**src/hdl/vmix_pkg.sv**
```systemverilog
// Shared types, constants and codes of the voice mixer.
// Used by the controller, the datapath, the divider and the top level.
`default_nettype none

package vmix_pkg;

   localparam int VOICES = 32;
   localparam int GROUPS = 16;
   localparam int VIDX_W = (VOICES > 1) ? $clog2(VOICES) : 1;
   localparam int GIDX_W = (GROUPS > 1) ? $clog2(GROUPS) : 1;

   localparam int VOL_W   = 24;
   localparam int GAIN_W  = 16;
   localparam int SAMP_W  = 16;
   localparam int FRM_W   = 16;
   localparam int LEVEL_W = 32;
   localparam int SUM_W   = 48;
   localparam int EFF_W   = 28;
   localparam int TERM_W  = 45;
   localparam int DSR_W   = LEVEL_W + 4;

   localparam int QUOT_W    = 17;
   localparam int DIV_STEPS = QUOT_W;
   localparam int DCNT_W    = $clog2(DIV_STEPS);

   localparam logic [VOL_W-1:0]   VOL_MAX    = 24'hFFFFFF;
   localparam logic [GAIN_W-1:0]  GAIN_UNITY = 16'd4096;
   localparam logic [LEVEL_W-1:0] LEVEL_ONE  = 32'd65536;
   localparam logic [SUM_W-1:0]   SUM_MAX    = 48'h7FFFFFFFFFFF;
   localparam logic [SUM_W-1:0]   SUM_MIN    = 48'h800000000000;
   // floor(n / 5) == (n * RECIP5) >> 34 for any 32-bit n
   localparam logic [31:0]        RECIP5     = 32'hCCCCCCCD;

   localparam int CSR_IDX_W  = 1;
   localparam int CSR_DATA_W = 16;
   localparam logic [CSR_IDX_W-1:0] CSR_STEREO_MODE = 1'd0;
   localparam logic [CSR_IDX_W-1:0] CSR_DECAY_STEP  = 1'd1;

   typedef enum logic [1:0] {
      OP_SAMPLE      = 2'd0,
      OP_SET_RAMP    = 2'd1,
      OP_SET_GAIN    = 2'd2,
      OP_EMPTY_FRAME = 2'd3
   } vmix_op_type;

   typedef enum logic [3:0] {
      ST_IDLE,
      ST_DECODE,
      ST_RAMP,
      ST_GAIN,
      ST_MIX_RD,
      ST_MIX_EFF,
      ST_MIX_TERM,
      ST_MIX_ACC,
      ST_STEP,
      ST_DECAY,
      ST_DUCK_A,
      ST_DUCK_B,
      ST_DIV_GO,
      ST_DIV_WAIT,
      ST_OUT
   } vmix_state_type;

   typedef struct packed {
      vmix_op_type               op;
      logic [4:0]                voice;
      logic [3:0]                group;
      logic signed [SAMP_W-1:0]  sample_left;
      logic signed [SAMP_W-1:0]  sample_right;
      logic                      last_voice;
      logic [VOL_W-1:0]          target_left;
      logic [VOL_W-1:0]          target_right;
      logic signed [VOL_W-1:0]   step_left;
      logic signed [VOL_W-1:0]   step_right;
      logic [FRM_W-1:0]          ramp_frames;
      logic [GAIN_W-1:0]         group_gain;
   } vmix_req_type;

   typedef struct packed {
      logic signed [SAMP_W-1:0]  out_left;
      logic signed [SAMP_W-1:0]  out_right;
      logic                      ducking;
      logic [LEVEL_W-1:0]        limiter_level;
   } vmix_rsp_type;

   typedef struct packed {
      logic csr_write;
      logic load;
      logic set_ramp;
      logic set_gain;
      logic mix_rd;
      logic mix_eff;
      logic mix_term;
      logic mix_acc;
      logic ramp_step;
      logic decay;
      logic duck_a;
      logic duck_b;
      logic div_start;
      logic div_store;
      logic out_load;
      logic chan;
   } vmix_cmd_type;

   typedef struct packed {
      vmix_op_type op;
      logic        last_voice;
      logic        voice_ok;
      logic        stereo;
      logic        div_done;
   } vmix_stat_type;

endpackage

`default_nettype wire

```
**src/hdl/vmix_ctrl.sv**
```systemverilog
// Controller of the voice mixer: sequences each item through the datapath.
// Owns the handshakes and the output valid; uses vmix_pkg.
`default_nettype none

module vmix_ctrl import vmix_pkg::*; (
   input  wire logic           clock,
   input  wire logic           reset,
   input  wire logic           req_valid,
   output logic                req_stall,
   output logic                rsp_valid,
   input  wire logic           rsp_stall,
   input  wire logic           csr_valid,
   output logic                csr_ready,
   input  wire vmix_stat_type  stat,
   output vmix_cmd_type        cmd
);

   vmix_state_type state_ff, state_in;
   logic chan_ff, chan_in;
   logic rsp_valid_ff, rsp_valid_in;
   logic slot_free;

   assign slot_free = !rsp_valid_ff || !rsp_stall;
   assign req_stall = (state_ff != ST_IDLE);
   assign csr_ready = (state_ff == ST_IDLE);
   assign rsp_valid = rsp_valid_ff;

   always_ff @(posedge clock) begin
      if (reset) begin
         state_ff     <= ST_IDLE;
         chan_ff      <= 1'b0;
         rsp_valid_ff <= 1'b0;
      end else begin
         state_ff     <= state_in;
         chan_ff      <= chan_in;
         rsp_valid_ff <= rsp_valid_in;
      end
   end

   always_comb begin
      state_in      = state_ff;
      chan_in       = chan_ff;
      cmd           = '0;
      cmd.chan      = chan_ff;
      cmd.csr_write = csr_valid && csr_ready;
      rsp_valid_in  = rsp_valid_ff && rsp_stall;
      case (state_ff)
         ST_IDLE: begin
            chan_in = 1'b0;
            if (req_valid) begin
               cmd.load = 1'b1;
               state_in = ST_DECODE;
            end
         end
         ST_DECODE: begin
            case (stat.op)
               OP_SAMPLE: begin
                  if (stat.voice_ok) state_in = ST_MIX_RD;
                  else if (stat.last_voice) state_in = ST_DECAY;
                  else state_in = ST_IDLE;
               end
               OP_SET_RAMP:    state_in = ST_RAMP;
               OP_SET_GAIN:    state_in = ST_GAIN;
               OP_EMPTY_FRAME: state_in = ST_DECAY;
               default:        state_in = ST_IDLE;
            endcase
         end
         ST_RAMP: begin
            cmd.set_ramp = 1'b1;
            state_in = ST_IDLE;
         end
         ST_GAIN: begin
            cmd.set_gain = 1'b1;
            state_in = ST_IDLE;
         end
         ST_MIX_RD: begin
            cmd.mix_rd = 1'b1;
            state_in = ST_MIX_EFF;
         end
         ST_MIX_EFF: begin
            cmd.mix_eff = 1'b1;
            state_in = ST_MIX_TERM;
         end
         ST_MIX_TERM: begin
            cmd.mix_term = 1'b1;
            state_in = ST_MIX_ACC;
         end
         ST_MIX_ACC: begin
            cmd.mix_acc = 1'b1;
            if (!chan_ff && stat.stereo) begin
               chan_in = 1'b1;
               state_in = ST_MIX_EFF;
            end else begin
               chan_in = 1'b0;
               state_in = ST_STEP;
            end
         end
         ST_STEP: begin
            cmd.ramp_step = 1'b1;
            state_in = stat.last_voice ? ST_DECAY : ST_IDLE;
         end
         ST_DECAY: begin
            cmd.decay = 1'b1;
            chan_in = 1'b0;
            state_in = ST_DUCK_A;
         end
         ST_DUCK_A: begin
            cmd.duck_a = 1'b1;
            state_in = ST_DUCK_B;
         end
         ST_DUCK_B: begin
            cmd.duck_b = 1'b1;
            // right channel checks against the level the left one left behind
            if (!chan_ff && stat.stereo) begin
               chan_in = 1'b1;
               state_in = ST_DUCK_A;
            end else begin
               chan_in = 1'b0;
               state_in = ST_DIV_GO;
            end
         end
         ST_DIV_GO: begin
            cmd.div_start = 1'b1;
            state_in = ST_DIV_WAIT;
         end
         ST_DIV_WAIT: begin
            if (stat.div_done) begin
               cmd.div_store = 1'b1;
               if (!chan_ff && stat.stereo) begin
                  chan_in = 1'b1;
                  state_in = ST_DIV_GO;
               end else begin
                  chan_in = 1'b0;
                  state_in = ST_OUT;
               end
            end
         end
         ST_OUT: begin
            // hold until the output register is free
            if (slot_free) begin
               cmd.out_load = 1'b1;
               rsp_valid_in = 1'b1;
               state_in = ST_IDLE;
            end
         end
         default: state_in = ST_IDLE;
      endcase
   end

   a_no_overwrite: assert property (@(posedge clock) disable iff (reset)
      cmd.out_load |-> !(rsp_valid_ff && rsp_stall))
      else $error("result overwritten while stalled");

   a_accept_decode: assert property (@(posedge clock) disable iff (reset)
      (req_valid && !req_stall) |=> (state_ff == ST_DECODE))
      else $error("accepted item not decoded");

   a_done_in_wait: assert property (@(posedge clock) disable iff (reset)
      stat.div_done |-> (state_ff == ST_DIV_WAIT))
      else $error("divider finished outside wait");

   a_chan_stereo: assert property (@(posedge clock) disable iff (reset)
      chan_ff |-> (stat.stereo && state_ff != ST_IDLE))
      else $error("right channel selected outside a stereo item");

endmodule

`default_nettype wire

```
**config.mk**
```make
export PLATFORM = sky130hd
export DESIGN_NAME = vmix_ctrl
export DESIGN_NICKNAME = d
export VERILOG_FILES = /design/src/hdl/vmix_pkg.sv /design/src/hdl/vmix_ctrl.sv
export SDC_FILE = /design/constraint.sdc
export NUM_CORES = 1
export LEC_CHECK = 0
export ABC_CLOCK_PERIOD_IN_PS = 1900
export BUFFER_PORTS_ARGS = -buffer_cell sky130_fd_sc_hd__buf_2
export CELL_PAD_IN_SITES_DETAIL_PLACEMENT = 0
export CELL_PAD_IN_SITES_GLOBAL_PLACEMENT = 1
export CORE_UTILIZATION = 31
export DETAILED_ROUTE_END_ITERATION = 10
export GPL_TIMING_DRIVEN = 0
export PLACE_DENSITY = 0.87
export SETUP_SLACK_MARGIN = 0.05
export SYNTH_ARGS = -nofsm -noshare
export SYNTH_HDL_FRONTEND = slang
export SYNTH_SLANG_ARGS = --single-unit
```
**constraint.sdc**
```tcl
create_clock -name clock -period 1.9 [get_ports clock]
set_input_delay 0.095 -clock clock [delete_from_list [all_inputs] [get_ports clock]]
set_output_delay 0.095 -clock clock [all_outputs]
set_load 0.005 [all_outputs]
```
-- Yosys cells after proc, flatten, opt, wreduce, memory -nomap -nowiden
Index checks and enable logic that the tools add are counted.
W data, S select, Z words.
- equal/unequal tests: 20
- mux-type cells: 32
- reductions and logical operators: 15
- operators with widths (kind ; count):
    $pmux W4 S13 ; 1
    $eq A4 B4 Y1 const B ; 7
    $mux W4 ; 6
    $mux W1 ; 21
    $eq A4 B3 Y1 const B ; 4
    $pmux W4 S4 ; 1
    $eq A4 B2 Y1 const B ; 2
    $ne A2 B2 Y1 const B ; 3
    $eq A2 B2 Y1 const B ; 2
    $eq A4 B1 Y1 const B ; 1
    $logic_not A4 Y1 ; 1
    $reduce_bool A4 Y1 ; 1
    $reduce_or A2 Y1 ; 2
    $logic_and A1 B1 Y1 ; 3
    $logic_not A1 Y1 ; 3
    $mux W3 ; 1
    $pmux W1 S3 ; 1
    $reduce_and A3 Y1 ; 1
    $reduce_bool A3 Y1 ; 1
    $eq A2 B1 Y1 const B ; 1
    $logic_not A2 Y1 ; 1
    $mux W2 ; 1
    $reduce_and A2 Y1 ; 1
    $logic_or A1 B1 Y1 ; 1
- register bits: 6
- input bits: 11
- output and inout port bits: 19

-- Depth between registers and ports, before layout
- depth in word-level cells: 5
- depth in mapped cells: 6

-- Worst setup path before layout
No wires, ideal clock.
- path type: register -> register
- start point: register state_ff[1]
- end point: register chan_ff
- setup time: 0.070 ns
- data arrival time: 1.485 ns
- path slack: 0.346 ns
- cell stages (with the launch flop): 5
- period minus slack after synthesis: 1.554 ns
- cells stage by stage: dfxtp_1 > clkbuf_1 > mux2_2 > or4_1 > a21oi_1
- word-level cells in the longest chain between the ends: 4
- elaborated cells between the ends (all ways): 11
- classes of those cells: 5 x eq/ne; 1 x mux; 5 x reduce/logical
- ends and longest elaborated chain (element ; line ; RTL):
    from (decl) ; vmix_ctrl.sv:18 ; vmix_state_type state_ff, state_in;
    from (signal assigned) ; vmix_ctrl.sv:34 ; state_ff <= state_in;
    $eq A4 B4 Y1 (tied with other cells) ; vmix_ctrl.sv:47 ; case (state_ff)
    $reduce_or A2 Y1 (no source line) ; - ;
    $reduce_bool A3 Y1 (no source line) ; - ;
    $reduce_and A2 Y1 (no source line) ; - ;
    to (signal assigned) ; vmix_ctrl.sv:35 ; chan_ff <= chan_in;
    to (decl) ; vmix_ctrl.sv:19 ; logic chan_ff, chan_in;
Parallel ways exist; a longest one is shown, timed or not.
A chain may end at the register's enable or synchronous reset.

==> reports/metrics.cfg <==
[global_route]
grt_most_used_layer=met2
use_met1_pct=20.93
antenna_found_initial=0
track_usage_pct=16.92
grt_pass1_vias=722
grt_max_degree=20
overflow=0
met3_usage_pct=3.086
grt_pass1_wl_um=3222
use_met2_pct=28.54

[setup_path]
crit_slowest_cell=dfxtp_1
worst-endpoint-arrival_ps=1570
crit_required_ps=1800
crit_path_end_kind=primary output
crit_path_start_kind=flop
worstSetupPathType=flop to primary output
path_cells=clkbuf_2 -> nand2_1 -> or2_1 -> a21oi_1 -> buf_2
slowest_delay_ps=390
crit_fanout=10

[cells_and_area]
instances_no_fill=157
syn_to_final_growth_pct=28.62
nets=146
finish.utilization_pct=44.06
antenna_cells=0
final_area_um2=899.6
drive_gt1_share_pct=31.54

[clock_tree]
cts_max_path_buffers=2
root_buffer=clkbuf_4
cts_buffers=3
clk_latency_ps=250
htree_levels=1
hold_buffers=0
cts_setup_buffers=0
cts_tree=built
cts.sinks=6
cts.clk_slew.worst_paths_ps=50

[sta]
setup_viol=0
finalHoldViolCount=0
rsz0062_at_grt=no
period_share_pct=87.42
period_needed_ps=1661
holdWs_ps=84.33
finalMaxSlewViolations=0
slew_headroom_pct=72.66
skew_ps=1.583
worst_pin_slew_ps=410.2
max_clock_freq_mhz=602.1
fin_ws_ps=239.1
fin_setup_tns_ps=0

[die]
io_pins=30
coreArea_mm2=0.002042
die_x_um=49.50
dieArea_mm2=0.002450
die_y_um=49.50
initial_core_util_pct=34.25
num_rows=16

[hold_path]
hp-class=input port to flop

[power]
power.total_mw=0.4813
pwr_density_cell_mw_per_mm2=535.0
peakVddDrop_v=0.0002038
p_leak_nw=0.4235

[synth]
syn-num-nets=113
synth_fa_ha_area_share_pct=5.367
synthMuxAreaShare_pct=1.610
seq_area_frac_synth_pct=17.17
synth_xor_area_share_pct=1.252
yosysWarningCount=0
syn-instance-count=99
yosys.area_share.simple_pct=40.61
synth_compound_area_share_pct=22.90
avgSynthCellArea_um2=7.065
ys_ff_latch=6
synth_top_family_by_area=simple AND/OR/NAND/NOR gates
synth_area_um2=699.4
ys_types=38

[placement]
place_hpwl_um=1451
dpl_cell_area_um2=878.3
dpl_worst_slack_ps=123.3
dp_cells=155
place_congestion=0.8328
port_buffers=29

[route]
wl_per_cell_um=11.97
vias=818
drtPass1Iterations=4
drt_iter0_drc=13
drc=0
postRouteAntennaNets=0
routed_via_density=5.210
finalWirelength_um=1879

[flow_run]
drv_cap=0

[run_status]
status=completed

[where the power goes]
group / switching, mW / internal, mW / total, mW
registers: 0.00942 / 0.134 / 0.144
logic: 0.117 / 0.0940 / 0.211
clock network: 0.0544 / 0.0720 / 0.126
[flip-flops by register name (all words and copies together) (netlist names)]
signal     flops
chan_ff        1
rsp_valid      1
state_ff       4
[critical path, delay by kind of cell (launching register included)]
family / cells / cell delay (ps)
AND/OR/NAND/NOR: 2 / 430
flip-flops: 1 / 390
buffers and inverters: 2 / 370
AO/OA/AOI/OAI: 1 / 120
[placed cells by master (no fill, tap or decap), types with 2 or more instances in the layout]
cell | netlist | layout
nor2_1 | 10 | 10
nor4_1 | 2 | 2
buf_4 | 2 | 2
ha_1 | 3 | 3
nand2_1 | 7 | 7
and4b_1 | 2 | 2
dfxtp_1 | 6 | 6
inv_1 | 7 | 7
nand2b_1 | 9 | 9
buf_2 | 2 | 31
a21oi_1 | 9 | 9
nor3_1 | 7 | 7
a31oi_1 | 2 | 2
o32ai_1 | 2 | 2
clkbuf_2 | 0 | 2
and2_1 | 3 | 3
clkbuf_4 | 0 | 3
a211oi_1 | 2 | 2
[path summary, 6_finish.rpt]
path,startpoint,to,slack (ps),depth (start not counted)
max,state_ff[1],cmd[1],240,5
min,reset,chan_ff,80,2
max reg2reg,state_ff[1],state_ff[0],260,5
min reg2reg,chan_ff,chan_ff,460,2
[cell families (layout without fill, tap and decap cells)]
logic type | count (synthesis) | count (layout)
AO/OA/AOI/OAI | 24 | 24
XOR/XNOR | 1 | 1
adder cells (fa/ha/maj) | 3 | 3
buffers and inverters | 16 | 47
flip-flops | 6 | 6
multiplexers | 1 | 1
AND/OR/NAND/NOR | 48 | 48
[per-layer routing]
metal,share of wire (%),vias up
li1,-,418
met3,5.7,3
met1,47,365
met4,1.4,0
met2,46,32
met5,0,-
[cell usage after synthesis]
master,number,share of area [%]
nand4b_1,1,1.3
a211oi_1,2,2.1
o311ai_0,1,1.3
o211ai_1,1,1.1
or2_1,1,0.90
ha_1,3,5.4
nor4_1,2,1.8
o22ai_1,1,0.90
or3b_1,1,1.3
or4_1,1,1.1
o21ai_0,1,0.71
xnor2_1,1,1.3
nand2_1,7,3.8
clkbuf_1,3,1.6
and2_1,3,2.7
buf_4,2,2.1
o22a_1,1,1.3
nor4_4,1,3.0
inv_1,7,3.8
o32ai_1,2,2.5
nand2b_1,9,8.0
buf_1,1,0.54
buf_2,2,1.4
a2111oi_0,1,1.3
nor4b_1,1,1.3
nand3b_1,1,1.1
nor3_1,7,5.0
a21oi_1,9,6.4
buf_6,1,1.6
o21bai_1,1,1.1
nor2_1,10,5.4
a211o_1,1,1.3
mux2_2,1,1.6
o2bb2ai_1,1,1.3
a31oi_1,2,1.8
dfxtp_1,6,17
and4b_1,2,2.9
and3b_1,1,1.3
[repair_timing]
action	CTS	global route
gates resized for setup	0	3
cloned	0	0
setup endpoints to repair	1	6
[final cells by class]
cell class | instances | area [um2]
Multi-Input combinational cell | 77 | 501.7
Fill cell | 231 | 1142
Clock buffer | 3 | 22.52
Timing Repair Buffer | 29 | 145.1
Inverter | 7 | 26.28
Buffer | 8 | 50.05
Sequential cell | 6 | 120.1
Tap cell | 27 | 33.78
Note: power is estimated with default switching activity, not from simulation.
